--- src/rtl/core/tmte_pkg.sv ---
// ----------------------------------------------------------------------------
// tmte_pkg
// Shared constants, types and command codes of the text mode terminal engine.
// ----------------------------------------------------------------------------
`default_nettype none

package tmte_pkg;

  // Screen geometry
  localparam int COLUMNS  = 80;
  localparam int ROWS     = 25;
  localparam int CELLS    = ROWS * COLUMNS;
  localparam int SCROLL_N = (ROWS - 1) * COLUMNS;  // first cell of the bottom row

  localparam int ADDR_W = $clog2(CELLS);
  localparam int ROW_W  = $clog2(ROWS);
  localparam int COL_W  = $clog2(COLUMNS);
  localparam int CELL_W = 16;

  // Field widths of the ports
  localparam int CMD_W      = 2;
  localparam int CHAR_W     = 8;
  localparam int COLOR_W    = 8;
  localparam int OUT_ROW_W  = 5;
  localparam int OUT_COL_W  = 7;

  // Character and cell constants
  localparam logic [CHAR_W-1:0]  NEWLINE_CODE = 8'h0A;
  localparam logic [CHAR_W-1:0]  SPACE_CODE   = 8'h20;
  localparam logic [COLOR_W-1:0] RESET_COLOR  = 8'h03;
  localparam logic [CELL_W-1:0]  RESET_CELL   = {RESET_COLOR, SPACE_CODE};

  // Command codes
  typedef enum logic [CMD_W-1:0] {
    CMD_PUT   = 2'd0,
    CMD_CLEAR = 2'd1,
    CMD_READ  = 2'd2
  } cmd_e;

  // Code with no command behind it; accepted and answered, changes nothing
  localparam logic [CMD_W-1:0] CMD_UNUSED = 2'd3;

  // Request to the cell walker
  typedef struct packed {
    logic start;
    logic scroll;   // 1: scroll then blank bottom row, 0: blank whole screen
  } walk_req_t;

  // Status from the cell walker
  typedef struct packed {
    logic busy;
    logic done;     // last write of a walk in this cycle
  } walk_stat_t;

  // One memory access cycle
  typedef struct packed {
    logic              we;
    logic [ADDR_W-1:0] waddr;
    logic [CELL_W-1:0] wdata;
    logic              re;
    logic [ADDR_W-1:0] raddr;
  } ram_req_t;

  // One result item
  typedef struct packed {
    logic [CELL_W-1:0]    cell_value;
    logic [OUT_ROW_W-1:0] cursor_row;
    logic [OUT_COL_W-1:0] cursor_col;
  } result_t;

endpackage

`default_nettype wire

--- src/rtl/core/tmte_outreg.sv ---
// ----------------------------------------------------------------------------
// tmte_outreg
// Output register of the result channel; frees itself on the transfer.
// ----------------------------------------------------------------------------
`default_nettype none

module tmte_outreg
  import tmte_pkg::*;
(
  input  wire logic    clk_i,
  input  wire logic    rst_ni,
  input  wire logic    push_i,
  input  wire result_t data_i,
  output logic         free_o,
  input  wire logic    ready_i,
  output logic         valid_o,
  output result_t      data_o
);

  logic    valid_q, valid_d;
  result_t data_q;

  // slot can take a new result when empty or being drained
  assign free_o  = !valid_q || ready_i;
  assign valid_d = push_i || (valid_q && !ready_i);

  always_ff @(posedge clk_i or negedge rst_ni) begin
    if (!rst_ni) begin
      valid_q <= 1'b0;
    end else begin
      valid_q <= valid_d;
    end
  end

  always_ff @(posedge clk_i) begin
    if (push_i) begin
      data_q <= data_i;
    end
  end

  assign valid_o = valid_q;
  assign data_o  = data_q;

endmodule

`default_nettype wire

--- config.mk ---
export PLATFORM = sky130hd
export DESIGN_NAME = tmte_outreg
export DESIGN_NICKNAME = d
export VERILOG_FILES = /design/src/rtl/core/tmte_pkg.sv /design/src/rtl/core/tmte_outreg.sv
export SDC_FILE = /design/constraint.sdc
export NUM_CORES = 1
export LEC_CHECK = 0
export ABC_AREA = 1
export BUFFER_PORTS_ARGS = -buffer_cell sky130_fd_sc_hd__buf_2
export CAP_MARGIN = 30
export CORE_UTILIZATION = 42
export CTS_CLUSTER_SIZE = 30
export DETAILED_ROUTE_END_ITERATION = 6
export PLACE_DENSITY_LB_ADDON = 0.3
export SLEW_MARGIN = 20
export SYNTH_ARGS = -nofsm -noshare
export SYNTH_HDL_FRONTEND = slang
export SYNTH_SLANG_ARGS = --single-unit
--- constraint.sdc ---
create_clock -name clk_i -period 1.9 [get_ports clk_i]
set_clock_uncertainty 0.15 [all_clocks]
set_input_delay 0.19 -clock clk_i [delete_from_list [all_inputs] [get_ports clk_i]]
set_output_delay 0.19 -clock clk_i [all_outputs]
set_load 0.005 [all_outputs]
==> impl_metrics.toml, run 1 <==
[worst_setup_path]
critPathSlowestCell = "dlygate4sd3_1"
startpoint_type = "input pin"
crit_arrival_ps = 1080
crit_family = "buffers and inverters"
crit_top_cell = "buf_2"
crit_path_max_incr_delay_ps = 530
cp.required_ps = 1560
path_class = "in -> out"
endpoint_kind = "output port"
cp_max_fo = 2
path_buf_inv = 4
critical_path.cell_chain = "dlygate4sd3_1, buf_2, inv_1, nand2_2, buf_2"

[pwr]
pwr_density_cell_nw_per_um2 = 787.2
irDropWorstVdd_v = 0.0006333
power.internal_uw = 984.5
pwr-share-comb = 0.122
p_sw_uw = 251.7
p_sw_frac = 0.2036
seqPwrFrac = 0.621
p_clk_frac = 0.257
cellLeakagePower_nw = 0.6914

[sta]
min_period_over_period = 0.7474
layout_min_cycle_time_ps = 1420
worst_pin_slew_ps = 617.2
fin_ws_ps = 479.9
finalSetupViolations = 0
max_freq_mhz = 704.2
holdWs_ps = 20.56
slew_violations = 0
finalSetupTns_ps = 0
rsz0062_at_grt = "no"
relSlewSlack = 0.5885
hold_viol_final = 0

[cts]
ctsResizeCount = 0
post_cts_buffers = 0
clock_sinks = 29
clockRootBuffer = "clkbuf_4"
cts_tree = "yes"
h-tree-depth = 2
cts_buffers = 5
clk_latency_ps = 310
clk_pin_slew_ps = 80
cts_hold_buf = 30
cts_buffer_depth = 2

[detailed_routing]
wl_per_cell_um = 12.80
first_pass_iters = 3
ant_nets = 0
viasPerCell = 4.222
drcViolationCount = 0
vias = 667
wl_um = 2022
drt_iter0_drc = 2

[outcome]
status = "finished clean"

[floorplanning]
start_util = 0.4470
die_width_um = 47.93
rows = 16
coreArea_um2 = 1982
ios = 62
die_h_um = 47.93
fp.dieArea_um2 = 2297

[final_layout]
utilization = 0.7923
layout.nets = 163
drive_above_1_share = 0.5191
fin_cells = 158
n_antenna_cell = 0
flow.area_growth_from_synthesis_pct = 77.26

[hold_path]
worstHoldPathType = "in -> async"

[synth]
netlist_instances = 33
ys_warn_count = 0
ys_seq_area_frac = 0.9774
yosys.cell_types.count = 4
netlist_area_um2 = 885.9
ys_ff_latch = 29
avgSynthCellArea_um2 = 26.84
synth_fp_nets = 65

[placement]
gp_congestion = 0.6444
dp_cells = 121
pre_cts_slack_ps = 686.8
portBuffers = 61

[grt]
grt_start_max_net_pins = 30
grt_pass1_wl_um = 2829
grt.busiest_layer = "met2"
grt.met3_usage = 0.09434
grt_overflow = 0
track_usage = 0.1990
grt_pass1_vias = 626
grt.met1_usage = 0.2071
antenna_found_initial = 0
met2_usage = 0.3432

[flow_run]
drv_cap = 0
-- logic make-up after synthesis --
| family | share of synthesized area |
|---|---|
| simple gates | 0.01412 |
| flops | 0.9774 |
| buf+inv | 0.008478 |
-- per-stage QoR --
| step | total power, mW | instance area (um2) |
|---|---|---|
| floorplan | 0.7948 | 885.9 |
| global placement | 0.8787 | 1225 |
| detailed placement | 0.8820 | 1225 |
| CTS | 1.241 | 1570 |
| global route | 1.287 | 1570 |
| finish | 1.236 | 1570 |
-- path summary, 6_finish.rpt --
check	startpoint	to	slack [ps]	depth (start not counted)
max in group asynchronous	rst_ni	valid_o	1500	2
min in group clk_i	push_i	data_o[1]	270	1
setup / recovery	ready_i	free_o	480	5
hold / removal	rst_ni	valid_o	20	2
hold reg to reg	valid_o	valid_o	390	2
setup reg to reg	valid_o	valid_o	1110	2
-- layout by cell type, fill, tap and decap left out, drive strengths merged --
| master | instances |
|---|---|
| clkbuf | 6 |
| nand2 | 2 |
| edfxtp | 28 |
| dfrtp | 1 |
| clkinv | 1 |
| dlygate4sd3 | 30 |
| inv | 2 |
| buf | 61 |
-- layer usage --
| layer | wire [um] | vias up |
|---|---|---|
| li1 | - | 322 |
| met1 | 663 | 312 |
| met2 | 1201 | 28 |
| met3 | 126 | 5 |
| met4 | 30 | 0 |
| met5 | 0 | - |
-- power groups by stage --
stage | Sequential (mW) | Combinational, mW | Clock (mW)
floorplan | 0.791 | 0.00356 | 0
global placement | 0.781 | 0.0979 | 0
detailed placement | 0.782 | 0.100 | 0
CTS | 0.767 | 0.148 | 0.327
global route | 0.775 | 0.165 | 0.348
finish | 0.768 | 0.150 | 0.318
-- registers in the layout, indices dropped and copies added, names as in the netlist --
| signal | count |
|---|---|
| valid_o | 1 |
| data_o | 28 |
-- synth_stat cells --
library cell / count / share of area
edfxtp_1: 28 / 0.95
inv_1: 2 / 0.0085
nand2_2: 2 / 0.014
dfrtp_1: 1 / 0.028
-- layout make-up --
cell class / count / area, um2
Timing Repair Buffer: 91 / 605.6
Sequential cell: 29 / 865.8
Clock buffer: 6 / 41.29
Multi-Input combinational cell: 2 / 12.51
Fill cell: 129 / 411.6
Clock inverter: 1 / 3.754
Inverter: 2 / 7.507
Tap cell: 27 / 33.78
(Power assumes the default switching activity.)
==> run 2, diff against run 1 <==
Settings changed: CORE_UTILIZATION 42 to 35.
Clock period 1.9 ns to 1.17 ns, I/O delays scaled along.
==> impl_metrics.toml, run 2 (synthesis gave the netlist of run 1 again) <==
[cts]
post_cts_buffers = 0
cts_tree = "yes"
h-tree-depth = 2
cts_buffer_depth = 2
cts_hold_buf = 30
clk_latency_ps = 310
ctsResizeCount = 0
clockRootBuffer = "clkbuf_4"
clk_pin_slew_ps = 80
clock_sinks = 29
cts_buffers = 5

[final_layout]
final_cell_mix = "buf_2, dlygate4sd3_1, edfxtp_1, clkbuf_4"
flow.area_growth_from_synthesis_pct = 83.47
drive_above_1_share = 0.5299
final_area_um2 = 1625
layout.nets = 165
n_antenna_cell = 0
largest_reg_flops = 28
utilization = 0.7075
layout_commonest_cell = "buf_2"

[hold_path]
hold_start = "ready_i"
holdPathStages = 4
hold_end = "valid_o"
worstHoldPathType = "in -> reg"

[placement]
gp_congestion = 0.5821
pre_cts_slack_ps = 314.6
placed_cell_area_um2 = 1266
portBuffers = 61
post-dp-hpwl_um = 1147

[worst_setup_path]
worstRegToRegCells = 2
r2r_slack_ps = 400
endpoint_kind = "output port"
crit_cells = 2
path_buf_inv = 1
startpoint_type = "flop"
crit_family = "flip-flops"
critical_path.cell_chain = "nand2_2, buf_2"
crit_path_max_incr_delay_ps = 400
cp_max_fo = 2
cp.required_ps = 900
path_class = "reg -> out"
crit_arrival_ps = 900
r2r_end = "valid_o"
reg2reg_from = "valid_o"
critPathSlowestCell = "dfrtp_1"

[detailed_routing]
route.met3.wl_um = 165
drt_iter0_drc = 3
wl_um = 1872
highest_layer = "met4"
ant_nets = 0
wl_met1_um = 688
viasPerCell = 3.963
wl_met2_um = 996
vias = 642
drcViolationCount = 0
wl_per_cell_um = 11.56
first_pass_iters = 2

[floorplanning]
rows = 17
die_width_um = 52.31
fp.dieArea_um2 = 2736
start_util = 0.3856
ios = 62
die_h_um = 52.31
coreArea_um2 = 2297

[pwr]
cellLeakagePower_nw = 0.7169
p_clk_frac = 0.283
seqPwrFrac = 0.594
pwr-share-comb = 0.122
power.internal_mw = 1.690
irDropWorstVdd_v = 0.0009018
finalPower_mw = 2.094
pwr_density_cell_nw_per_um2 = 1288
p_sw_frac = 0.1929
p_sw_uw = 404.0

[flow_run]
drv_cap = 0

[sta]
worst_pin_slew_ps = 96.53
fin_ws_ps = 4.556
rsz0062_at_grt = "yes"
holdWs_ps = -92.77
slew_violations = 0
layout_min_cycle_time_ps = 1165
min_period_over_period = 0.9961
max_freq_mhz = 858.0
hold_viol_final = 1
relSlewSlack = 0.9356
finalSetupViolations = 0
finalSetupTns_ps = 0

[grt]
antenna_found_initial = 0
grt_overflow = 0
grt_start_max_net_pins = 16
track_usage = 0.1632
grt_pass1_wl_um = 2787
grt_pass1_vias = 639

[outcome]
status = "finished with violations"
violations = "hold timing"
## run 2: through the flow
step	hold WS [ps]	instances
6_report	-92.77	162
2_1_floorplan	-328.6	33
3_3_place_gp	-258.3	124
3_5_place_dp	-256.9	124
4_1_cts	-111.0	162
5_1_grt	-136.2	162
## run 2: worst max path at each step
stage | slack (ps) | startpoint | end
after floorplan | 400 | valid_o | valid_o
after global placement | 320 | push_i | data_o[0]
after detailed placement | 310 | push_i | data_o[22]
after CTS | -6 | valid_o | free_o
after global routing | -60 | valid_o | free_o
final | 5 | valid_o | free_o
## run 2: worst register-to-register path: stages (launching register included)
cell and delay [ps]:
dfrtp_1 400, nand2_2 80, nand2_2 40
## run 2: metal layers
metal	vias to the layer above	track usage
met2	41	0.2764
met4	0	0.05263
met5	-	0
met3	3	0.1101
met1	268	0.1570
li1	330	-
## run 2: repair_timing
action | in CTS | in global routing
pin swaps | 1 | 0
endpoints found under the setup margin | 1 | 1
hold endpoints to repair | 30 | 1
## run 2: cell type report
| class | instances | area (um2) |
|---|---|---|
| tap | 28 | 35.03 |
| timing repair buffer | 93 | 645.6 |
| clock buffer | 8 | 58.81 |
| fill | 178 | 671.9 |
| multi-input combinational | 2 | 12.51 |
| sequential | 29 | 865.8 |
| inverter | 2 | 7.507 |
## run 2: power groups by stage
stage | clock network [mW] | registers [mW] | logic, mW
after floorplan | 0 | 1.28 | 0.00578
after global placement | 0 | 1.27 | 0.178
after detailed placement | 0 | 1.27 | 0.181
after CTS | 0.620 | 1.25 | 0.256
after global routing | 0.700 | 1.25 | 0.279
final | 0.593 | 1.24 | 0.256
