--- src/rtl/core/tmte_pkg.sv ---
// ----------------------------------------------------------------------------
// tmte_pkg
// Shared constants, types and command codes of the text mode terminal engine.
// ----------------------------------------------------------------------------
`default_nettype none

package tmte_pkg;

  // Screen geometry
  localparam int COLUMNS  = 80;
  localparam int ROWS     = 25;
  localparam int CELLS    = ROWS * COLUMNS;
  localparam int SCROLL_N = (ROWS - 1) * COLUMNS;  // first cell of the bottom row

  localparam int ADDR_W = $clog2(CELLS);
  localparam int ROW_W  = $clog2(ROWS);
  localparam int COL_W  = $clog2(COLUMNS);
  localparam int CELL_W = 16;

  // Field widths of the ports
  localparam int CMD_W      = 2;
  localparam int CHAR_W     = 8;
  localparam int COLOR_W    = 8;
  localparam int OUT_ROW_W  = 5;
  localparam int OUT_COL_W  = 7;

  // Character and cell constants
  localparam logic [CHAR_W-1:0]  NEWLINE_CODE = 8'h0A;
  localparam logic [CHAR_W-1:0]  SPACE_CODE   = 8'h20;
  localparam logic [COLOR_W-1:0] RESET_COLOR  = 8'h03;
  localparam logic [CELL_W-1:0]  RESET_CELL   = {RESET_COLOR, SPACE_CODE};

  // Command codes
  typedef enum logic [CMD_W-1:0] {
    CMD_PUT   = 2'd0,
    CMD_CLEAR = 2'd1,
    CMD_READ  = 2'd2
  } cmd_e;

  // Code with no command behind it; accepted and answered, changes nothing
  localparam logic [CMD_W-1:0] CMD_UNUSED = 2'd3;

  // Request to the cell walker
  typedef struct packed {
    logic start;
    logic scroll;   // 1: scroll then blank bottom row, 0: blank whole screen
  } walk_req_t;

  // Status from the cell walker
  typedef struct packed {
    logic busy;
    logic done;     // last write of a walk in this cycle
  } walk_stat_t;

  // One memory access cycle
  typedef struct packed {
    logic              we;
    logic [ADDR_W-1:0] waddr;
    logic [CELL_W-1:0] wdata;
    logic              re;
    logic [ADDR_W-1:0] raddr;
  } ram_req_t;

  // One result item
  typedef struct packed {
    logic [CELL_W-1:0]    cell_value;
    logic [OUT_ROW_W-1:0] cursor_row;
    logic [OUT_COL_W-1:0] cursor_col;
  } result_t;

endpackage

`default_nettype wire

--- src/rtl/core/tmte_walker.sv ---
// ----------------------------------------------------------------------------
// tmte_walker
// Walks the cell store one cell per cycle: scroll (copy each row up with the
// current color, then blank the bottom row), screen clear, and the reset fill.
// ----------------------------------------------------------------------------
`default_nettype none

module tmte_walker
  import tmte_pkg::*;
(
  input  wire logic                 clk_i,
  input  wire logic                 rst_ni,
  input  wire walk_req_t            req_i,
  input  wire logic [COLOR_W-1:0]   color_i,
  input  wire logic [CELL_W-1:0]    rdata_i,
  output walk_stat_t                stat_o,
  output ram_req_t                  ram_o
);

  typedef enum logic [2:0] {
    W_IDLE   = 3'b001,
    W_SCROLL = 3'b010,
    W_FILL   = 3'b100
  } wstate_e;

  wstate_e           state_q, state_d;
  logic [ADDR_W-1:0] cnt_q, cnt_d;
  logic              init_q, init_d;

  // next state and memory access
  always_comb begin
    state_d     = state_q;
    cnt_d       = cnt_q;
    init_d      = init_q;
    ram_o       = '0;
    stat_o.busy = (state_q != W_IDLE);
    stat_o.done = 1'b0;

    unique case (state_q)
      W_IDLE: begin
        if (req_i.start) begin
          cnt_d   = '0;
          state_d = req_i.scroll ? W_SCROLL : W_FILL;
        end
      end
      W_SCROLL: begin
        // read one row ahead, write the cell read in the previous cycle
        ram_o.re    = (cnt_q != ADDR_W'(SCROLL_N));
        ram_o.raddr = ADDR_W'(32'(cnt_q) + COLUMNS);
        ram_o.we    = (cnt_q != '0);
        ram_o.waddr = ADDR_W'(32'(cnt_q) - 1);
        ram_o.wdata = {color_i, rdata_i[CHAR_W-1:0]};
        if (cnt_q == ADDR_W'(SCROLL_N)) begin
          state_d = W_FILL;   // counter already sits on the bottom row
        end else begin
          cnt_d = cnt_q + ADDR_W'(1);
        end
      end
      W_FILL: begin
        ram_o.we    = 1'b1;
        ram_o.waddr = cnt_q;
        ram_o.wdata = init_q ? RESET_CELL : {color_i, SPACE_CODE};
        if (cnt_q == ADDR_W'(CELLS - 1)) begin
          stat_o.done = 1'b1;
          init_d      = 1'b0;
          state_d     = W_IDLE;
        end else begin
          cnt_d = cnt_q + ADDR_W'(1);
        end
      end
      default: begin
        state_d = W_IDLE;
      end
    endcase
  end

  // reset starts the fill pass over the whole store
  always_ff @(posedge clk_i or negedge rst_ni) begin
    if (!rst_ni) begin
      state_q <= W_FILL;
      cnt_q   <= '0;
      init_q  <= 1'b1;
    end else begin
      state_q <= state_d;
      cnt_q   <= cnt_d;
      init_q  <= init_d;
    end
  end

endmodule

`default_nettype wire

--- config.mk ---
export PLATFORM = sky130hd
export DESIGN_NAME = tmte_walker
export DESIGN_NICKNAME = d
export VERILOG_FILES = /design/src/rtl/core/tmte_pkg.sv /design/src/rtl/core/tmte_walker.sv
export SDC_FILE = /design/constraint.sdc
export NUM_CORES = 1
export LEC_CHECK = 0
export BUFFER_PORTS_ARGS = -buffer_cell sky130_fd_sc_hd__buf_2
export CORE_MARGIN = 5
export CORE_UTILIZATION = 46
export DETAILED_ROUTE_END_ITERATION = 10
export PLACE_DENSITY = 0.89
export SLEW_MARGIN = 20
export SYNTH_ARGS = -nofsm -noshare
export SYNTH_HDL_FRONTEND = slang
export SYNTH_SLANG_ARGS = --single-unit
--- constraint.sdc ---
create_clock -name clk_i -period 3.3 [get_ports clk_i]
set_input_delay 0.495 -clock clk_i [delete_from_list [all_inputs] [get_ports clk_i]]
set_output_delay 0.495 -clock clk_i [all_outputs]
set_load 0.005 [all_outputs]
==> results.md, run 1 <==
- CTS tree: done
- Crit-path cells: inv_1 -> ha_1 -> or3b_4 -> a2111oi_4 -> nand2_1 -> xor2_1 -> o21ai_0 -> buf_2
- Wire per inst: roughly 14 um
- Number of enable flip-flop cells after synthesis: 0
- Worst path buffer plus inverter count: 2
- Clk_lat worst skew: 0.29 ns
- Data required time of the worst path: around 2.8 ns
- Largest net degree at the start of global routing: 25
- Crit-path slowest cell: dfrtp_1
- Top-area cell type share of the netlist area: 0.2167
- CP Max Fanout: 8
- Detailed placer's ending HPWL: 3065 um
- Metal-1 WL: 1753 um
- Post-synth top area cell: dfrtp_1
- CTS Buf Count: 3
- FFs w/ async S/R, synth: 1.000
- Pwr Density: between 400 and 500 nW/um^2
- Die Ht: 67.13 um
- Mean area per synthesized cell: between 7 and 8 um^2
- DRT Pass-1 Iters: 4
- Global-route wire length before repair: 6803 um
- Period utilization: 0.9124
- Worst slew margin: 0.5737
- Num ports: 70
- Hold_buf cts: 0
- Slew Limit Fails: 0
- Max incr delay on CP: 0.45 ns
- Grt ovf: 0
- Slew @ Worst Pin: 0.6395 ns
- Via density: 5.595
- PostCTS Resize Cnt: 0
- FP Rows: 20
- Detailed-route via count: 1656
- Die footprint: 4506 um^2
- DRT Wirelength: 4151 um
- Synth Register Bits: 15
- Status: completed
- Initial Util: 0.4839
- Clk pin slew, worst setup/hold paths: ~0.1 ns
- Area growth syn-to-layout: 22.67%
- Post-route setup TNS: 0 ns
- Nets: roughly 290
- Max cap viols: 0
- Finish-stage setup viols: 0
- H-tree Lvls: 1
- Yosys warning count: 0
- Tot GR Track Use: 0.1912
- Worst Skew: 0.01432 ns
- Routed Antenna Nets: 0
- CTS Root Buffer Type: clkbuf_4
- Max Fclk: 332.1 MHz
- Max IR drop VDD: 0.0004241 V
- Longest Clk Path Bufs: 2
- Crit end category: output port
- Initial antenna violation count: 0
- Port buffer count: 61
- Post-CTS Setup Bufs: 0
- Synth Net Count: 237
- Min cycle time layout: 3.011 ns
- GP Congestion: 0.8582
- RSZ-0062 raised after global routing: false
- Final Instance Area: 1842 um^2
- WL met3: 254 um
- First DRT Iteration DRCs: 164
- Dominant cells by area after synthesis: dfrtp_1 (22%), o21ai_0 (7.3%), nand2_1 (5.5%)
- Synth cell count leaders: nand2_1 (22), o21ai_0 (22), nor2_1 (17), clkbuf_1 (15)
- Layout cells sized above 1: 0.3095
- Syn Inst Count: approximately 200
- Number of global-route vias before repair: 1475
- Final hold violations: 0
- Type of origin of the critical path: flip-flop
- Residual DRC: 0
- Commonest register cell after synthesis: dfrtp_1
- Post-synth cell types: 47
- Core area: 3103 um^2
- Critical path type: flip-flop to output port
- Top delay family on crit path: compound AO/OA/AOI/OAI gates
- N_diodes: 0
- Cell area after synthesis: around 1500 um^2
- Placed Area: 1799 um^2
- Top routing layer in use: met4
- Met2 wire length: between 2000 and 2500 um
- Die W: roughly 67 um
- WP data arrival: 2.52 ns
- Sink Count: 15
- HP Class: input pin to async pin
- Fraction of the yosys area taken by sequential cells: 0.2517
- Leakage: 0.9204 nW
[kinds of logic (layout without fill, tap and decap cells)]
group,count (synthesis),in the layout,synth area share
buf+inv,26,74,0.06666
flops,15,15,0.2517
simple gates,90,90,0.3325
fa+ha+maj,5,5,0.04167
xor+xnor,11,11,0.06417
compound gates,56,56,0.2367
mux,1,1,0.006667
[cell type report]
class | instances | area [um^2]
clock buffer | 3 | 22.52
clock inverter | 1 | 5.005
fill | 307 | 1261
inverter | 8 | 30.03
multi-input combinational | 163 | 1039
sequential | 15 | 377.9
tap | 44 | 55.05
timing repair buffer | 62 | 312.8
[state kept, by name, indices dropped and copies added, names as in the netlist]
name	cells
cnt_q	11
state_q	3
init_q	1
[final timing paths]
check / from / to / slack, ns / depth (start not counted)
min in group clk_i: req_i[0] / state_q[1]$_DFFE_PN0P_ / 0.49 / 2
max: cnt_q[0]$_DFFE_PN0P_ / ram_o[38] / 0.29 / 8
max in group asynchronous: rst_ni / state_q[2]$_DFFE_PN1P_ / 2.89 / 1
min: rst_ni / cnt_q[9]$_DFFE_PN0P_ / 0.09 / 1
min reg2reg: init_q$_DFFE_PN1P_ / init_q$_DFFE_PN1P_ / 0.52 / 1
max reg2reg: cnt_q[4]$_DFFE_PN0P_ / cnt_q[9]$_DFFE_PN0P_ / 0.76 / 7
[placed cells by master, fill, tap and decap left out, types with 2 or more instances in the layout]
master / instances
nand3_1: 6
a22o_1: 2
or3_1: 4
o22ai_1: 3
buf_2: 61
and3_1: 2
o21ai_0: 22
a211oi_1: 4
xor2_1: 4
dfrtp_1: 13
inv_1: 8
nor2b_1: 6
nand3b_1: 2
o221ai_1: 2
nand4_1: 2
nand2_1: 22
a21oi_1: 13
nor3_1: 3
clkbuf_4: 3
xnor2_1: 7
nor2_1: 17
or3b_2: 2
ha_1: 5
nor4_1: 2
dfstp_2: 2
and2_1: 12
[routing by layer]
| layer | vias up | track usage |
|---|---|---|
| met2 | 58 | 0.3129 |
| li1 | 820 | - |
| met5 | - | 0 |
| met3 | 8 | 0.03827 |
| met4 | 0 | 0.03544 |
| met1 | 770 | 0.2626 |
[per-stage QoR]
step,hold slack (ns),instances,power (mW),util,worst slack (ns)
global route,0.08432,296,0.9584,0.5935,0.1058
CTS,0.09267,296,0.8536,0.5887,0.1149
global placement,0.4109,292,0.7305,0.5798,0.5245
finish,0.08681,296,0.8812,0.5935,0.2892
floorplan,0.1994,204,0.6075,-,0.7322
detailed placement,0.4165,292,0.7453,0.5798,0.4305
[power breakdown]
group	leakage (nW)	internal (mW)	switching (mW)
registers	0.197	0.216	0.0573
clock network	0.0177	0.0451	0.0623
logic	0.706	0.220	0.281
total	0.920	0.480	0.401
Power figures use the tool's default switching activity.
==> run 2, diff against run 1 <==
--- a/config.mk
+++ b/config.mk
@@ -7,9 +7,9 @@
 export LEC_CHECK = 0
 export BUFFER_PORTS_ARGS = -buffer_cell sky130_fd_sc_hd__buf_2
 export CORE_MARGIN = 5
-export CORE_UTILIZATION = 46
+export CORE_UTILIZATION = 35
 export DETAILED_ROUTE_END_ITERATION = 10
-export PLACE_DENSITY = 0.89
+export PLACE_DENSITY = 0.73
 export SLEW_MARGIN = 20
 export SYNTH_ARGS = -nofsm -noshare
 export SYNTH_HDL_FRONTEND = slang
==> run 2 against run 1 <==
Compared with the run above:
- fmax shrank 2.6%
- largest power group unchanged
- final cell count grew 2.0%
- core utilization shrank 14 points
- sequential power is essentially flat
- count of clock-buffer cells in the layout grew 1
- power grew 1.8%
==> results.md, run 2 (synthesis gave the netlist of run 1 again) <==
- Status: completed
- Longest Clk Path Bufs: 2
- CTS tree: done
- HP Class: input pin to async pin
- Nets: 286
- Routed Antenna Nets: 0
- Tot GR Track Use: 0.1517
- Die Ht: 75.50 um
- H-tree Lvls: 1
- Hold_buf cts: 0
- Worst Skew: 0.001648 ns
- Die footprint: 5700 um^2
- Type of origin of the critical path: flip-flop
- Min cycle time layout: around 3 ns
- Max Fclk: 323.4 MHz
- N_diodes: 0
- Pwr Density: 484.4 nW/um^2
- Area growth syn-to-layout: 23.33%
- Global-route wire length before repair: just under 7000 um
- Met3 usage: 0.03034
- Worst slew margin: 0.5823
- Met1 Usage GRT: 0.2037
- CTS Buf Count: 3
- Number of global-route vias before repair: around 1500
- Post-route setup TNS: 0 ns
- Via density: between 5 and 6
- Pre-CTS setup slack: 0.4611 ns
- WP data arrival: between 2 and 3 ns
- Max IR drop VDD: 0.0003339 V
- Detailed placer's ending HPWL: 3106 um
- FILL cells: 431
- Most frequent cells in the layout: buf_2 (61), nand2_1 (22), o21ai_0 (22)
- DRT Wirelength: 4153 um
- Slew Limit Fails: 0
- Critical path type: flip-flop to output port
- GP Congestion: 0.8282
- Final worst setup slack: 0.2080 ns
- Sink Count: 15
- Finish-stage setup viols: 0
- Largest net degree at the start of global routing: 25
- Initial antenna violation count: 0
- Core area: approximately 4000 um^2
- Global route hottest layer: met2
- Reg with most FFs: cnt_q
- Residual DRC: 0
- Clk pin slew, worst setup/hold paths: around 0.06 ns
- DRT Pass-1 Iters: 4
- Wire per inst: 13.75 um
- RSZ-0062 raised after global routing: false
- Detailed-route via count: between 1500 and 2000
- Commonest non-fill, non-tap cell in the layout: buf_2
- Num ports: 70
- Crit end category: output port
- Clk_lat worst skew: 0.25 ns
- Max FFs per register: 11
- Final hold violations: 0
- Max cap viols: 0
- Leakage: 0.9228 nW
- FP Rows: 23
- Die W: between 70 and 80 um
- Initial Util: 0.3674
- CP Max Fanout: 8
- First DRT Iteration DRCs: 111
- Slew @ Worst Pin: 0.6265 ns
- Port buffer count: 61
- Biggest regs: cnt_q (11), state_q (3), init_q (1)
- M2 GR Usage: 0.2522
- CTS Root Buffer Type: clkbuf_8
- Grt ovf: 0
- PostCTS Resize Cnt: 0
- Post-CTS Setup Bufs: 0
- Data required time of the worst path: between 2 and 3 ns
- Period utilization: 0.9370
- Layout cells sized above 1: 0.3056
[run 2: cell types whose count changed in the layout (fill, tap and decap cells not counted), sizes merged]
cell and change:
clkbuf +1, clkinv -1
[run 2: path summary, 6_finish.rpt]
| path | startpoint | depth (start not counted) | end | slack (ns) |
|---|---|---|---|---|
| min in group clk_i | init_q$_DFFE_PN1P_ | 1 | init_q$_DFFE_PN1P_ | 0.51 |
| max reg2reg | cnt_q[4]$_DFFE_PN0P_ | 7 | cnt_q[9]$_DFFE_PN0P_ | 0.84 |
| max | cnt_q[0]$_DFFE_PN0P_ | 8 | ram_o[38] | 0.21 |
| min | rst_ni | 1 | cnt_q[9]$_DFFE_PN0P_ | 0.15 |
| max in group asynchronous | rst_ni | 1 | state_q[2]$_DFFE_PN1P_ | 2.84 |
| min reg2reg | init_q$_DFFE_PN1P_ | 1 | init_q$_DFFE_PN1P_ | 0.51 |
[run 2: final cells by class]
type	instances	area, um^2	share of cell area
timing repair buffer	62	312.8	0.1689
inverter	8	30.03	0.01622
sequential	15	377.9	0.2041
clock buffer	4	45.04	0.02432
multi-input combinational	163	1023	0.5527
tap	50	62.56	0.03378
[run 2: through the flow]
step / area (um^2) / util / power [mW] / instances / hold WS [ns]
after global placement: 1807 / 0.4421 / 0.7381 / 298 / 0.4150
after global routing: 1852 / 0.4532 / 0.9765 / 302 / 0.1674
final: 1852 / 0.4532 / 0.8970 / 302 / 0.1497
after CTS: 1852 / 0.4532 / 0.9020 / 302 / 0.1557
after floorplan: 1501 / - / 0.6075 / 204 / 0.1994
after detailed placement: 1807 / 0.4421 / 0.7477 / 298 / 0.4254
[run 2: metal layers]
layer / wire length (um) / vias to the layer above
li1: - / 817
met2: 2070 / 46
met1: 1826 / 740
met3: 236 / 5
met5: 0 / -
met4: 20 / 0
[run 2: critical path, cell delays in order, from the launching register on]
cell       delay [ns]
dfrtp_1          0.45
inv_1            0.14
ha_1             0.21
or3b_2           0.52
a2111oi_2        0.48
nand2_1          0.12
xor2_1           0.15
o21ai_0          0.15
buf_2            0.14
[run 2: where the power goes]
group          total [mW]  internal, mW  switching (mW)
Clock               0.151        0.0855          0.0655
Combinational       0.471         0.202           0.268
Sequential          0.275         0.216          0.0592
Total               0.897         0.504           0.393
==> run 3, diff against run 2 <==
--- a/config.mk
+++ b/config.mk
@@ -5,10 +5,11 @@
 export SDC_FILE = /design/constraint.sdc
 export NUM_CORES = 1
 export LEC_CHECK = 0
-export BUFFER_PORTS_ARGS = -buffer_cell sky130_fd_sc_hd__buf_2
+export BUFFER_PORTS_ARGS = -buffer_cell sky130_fd_sc_hd__buf_4
 export CORE_MARGIN = 5
 export CORE_UTILIZATION = 35
 export DETAILED_ROUTE_END_ITERATION = 10
+export GPL_TIMING_DRIVEN = 0
 export PLACE_DENSITY = 0.73
 export SLEW_MARGIN = 20
 export SYNTH_ARGS = -nofsm -noshare
==> run 3 against run 2 <==
Compared with the run above:
- power is 8.3% higher
- combinational power rose by 20%
- non-clock buffer count is 17 higher
- highest routed layer unchanged
- register-to-register slack worse by 0.31 ns
- via count grew 2.4%
- setup slack got worse by 0.056 ns
- routed wire length increased by 6.4%
- cell area increased by 12%
- sequential share of layout area shrank 2.2 points
- global-route usage increased by 0.79 points
- largest cell class unchanged
- critical path depth unchanged
- first-iteration DRC count fell by 41%
==> results.md, run 3 (synthesis gave the netlist of run 1 again) <==
- Status: completed
- CP Max Fanout: 8
- Clk pwr share: 0.155
- Worst slew margin: 0.6158
- Met3 usage: 0.03034
- Die footprint: 5700 um^2
- Num ports: 70
- Nets: 303
- Crit end category: output port
- Internal power: 0.5596 mW
- Core area: 4086 um^2
- Grt ovf: 0
- Final hold violations: 0
- Top delay family on crit path: simple AND/OR/NAND/NOR gates
- Type of origin of the critical path: flip-flop
- Slew @ Worst Pin: 0.5618 ns
- Detailed-route via count: between 1500 and 2000
- Residual DRC: 0
- Comb pwr share: 0.581
- Slew Limit Fails: 0
- Via density: 5.160
- Port buffer count: 61
- HP Class: input pin to async pin
- Sink Count: 15
- CTS Buf Count: 3
- First DRT Iteration DRCs: 66
- Crit-path slowest cell: or3b_2
- Crit-path cells: inv_1 -> ha_1 -> or3b_2 -> a2111oi_4 -> nand2_1 -> xor2_1 -> o21ai_0 -> buf_4
- Max Fclk: between 300 and 400 MHz
- N_diodes: 0
- Data required time of the worst path: 2.80 ns
- Commonest non-fill, non-tap cell in the layout: buf_4
- Largest net degree at the start of global routing: 16
- CTS tree: done
- FP Rows: 23
- Min cycle time layout: 3.148 ns
- Max FFs per register: 11
- Initial Util: 0.3674
- Tot GR Track Use: 0.1597
- M2 GR Usage: 0.2560
- Reg with most FFs: cnt_q
- Detailed placer's ending HPWL: approximately 3400 um
- DRT Pass-1 Iters: 4
- Met1 Usage GRT: 0.2279
- Sw power: just over 0.4 mW
- Global-route wire length before repair: 7224 um
- Final Core Density: 0.5089
- Worst path buffer plus inverter count: 2
- Post-route setup TNS: 0 ns
- Initial antenna violation count: 0
- Global route hottest layer: met2
- Routed Antenna Nets: 0
- Finish-stage setup viols: 0
- Reg power frac: 0.263
- Hold Slack: 0.09214 ns
- Post-CTS Setup Bufs: 0
- Clk_lat worst skew: around 0.25 ns
- Wire per inst: about 14 um
- Period utilization: 0.9540
- Sw Ratio: 0.4237
- WP data arrival: 2.65 ns
- Max incr delay on CP: 0.55 ns
- Max cap viols: 0
- Clk pin slew, worst setup/hold paths: 0.06 ns
- H-tree Lvls: 1
- Die W: around 75 um
- Number of global-route vias before repair: about 1500
- Leakage: 0.9611 nW
- Die Ht: 75.50 um
- CTS Root Buffer Type: clkbuf_8
- DRT Wirelength: 4420 um
- Critical path type: flip-flop to output port
- Pwr Density: 467.0 nW/um^2
- Layout cells sized above 1: 0.2900
- Area growth syn-to-layout: 38.50%
- Longest Clk Path Bufs: 2
- Worst Skew: about 0.0018 ns
- Max IR drop VDD: 0.0003196 V
- Most frequent cells in the layout: buf_4 (61), nand2_1 (22), o21ai_0 (22)
- GP Congestion: 0.8315
- Biggest regs: cnt_q (11), state_q (3), init_q (1)
run 3: area by class of cell:
type / count / area, um^2
Buffer: 18 / 70.07
Clock buffer: 4 / 45.04
Fill cell: 414 / 2007
Inverter: 8 / 30.03
Multi-Input combinational cell: 163 / 1036
Sequential cell: 15 / 377.9
Tap cell: 50 / 62.56
Timing Repair Buffer: 61 / 457.9
run 3: what timing repair did:
item                       in CTS  in global routing
hold buffers                    0                  0
setup endpoints to repair       0                  1
gates resized for setup         0                  1
run 3: power by group through the flow:
stage                     clock [mW]  combinational (mW)  sequential (mW)
after floorplan                    0               0.360            0.247
after global placement             0               0.541            0.255
after detailed placement           0               0.547            0.258
after CTS                      0.156               0.549            0.254
after global routing           0.166               0.629            0.261
final                          0.151               0.565            0.256
run 3: final timing paths:
check	from	endpoint	slack [ns]	cells after the start
worst max-delay path	cnt_q[0]$_DFFE_PN0P_	ram_o[38]	0.15	8
worst min-delay path	rst_ni	cnt_q[9]$_DFFE_PN0P_	0.09	1
worst max register to register	cnt_q[4]$_DFFE_PN0P_	cnt_q[9]$_DFFE_PN0P_	0.53	9
worst min register to register	init_q$_DFFE_PN1P_	init_q$_DFFE_PN1P_	0.51	1
max in group asynchronous	rst_ni	init_q$_DFFE_PN1P_	2.96	1
min in group clk_i	req_i[0]	state_q[1]$_DFFE_PN0P_	0.51	2
run 3: metrics by stage:
step	instance area (um^2)	total power, mW	std cells	setup WS, ns
2_1_floorplan	1501	0.6075	204	0.7322
3_3_place_gp	2022	0.7954	315	0.4210
3_5_place_dp	2022	0.8046	315	0.3939
4_1_cts	2067	0.9590	319	0.1055
5_1_grt	2079	1.056	319	-0.01412
6_report	2079	0.9712	319	0.1517
run 3: layer usage:
metal / up-vias / share of wire
met1: 760 / 0.47
li1: 849 / -
met3: 4 / 0.046
met2: 33 / 0.48
met4: 0 / 0.0038
met5: - / 0
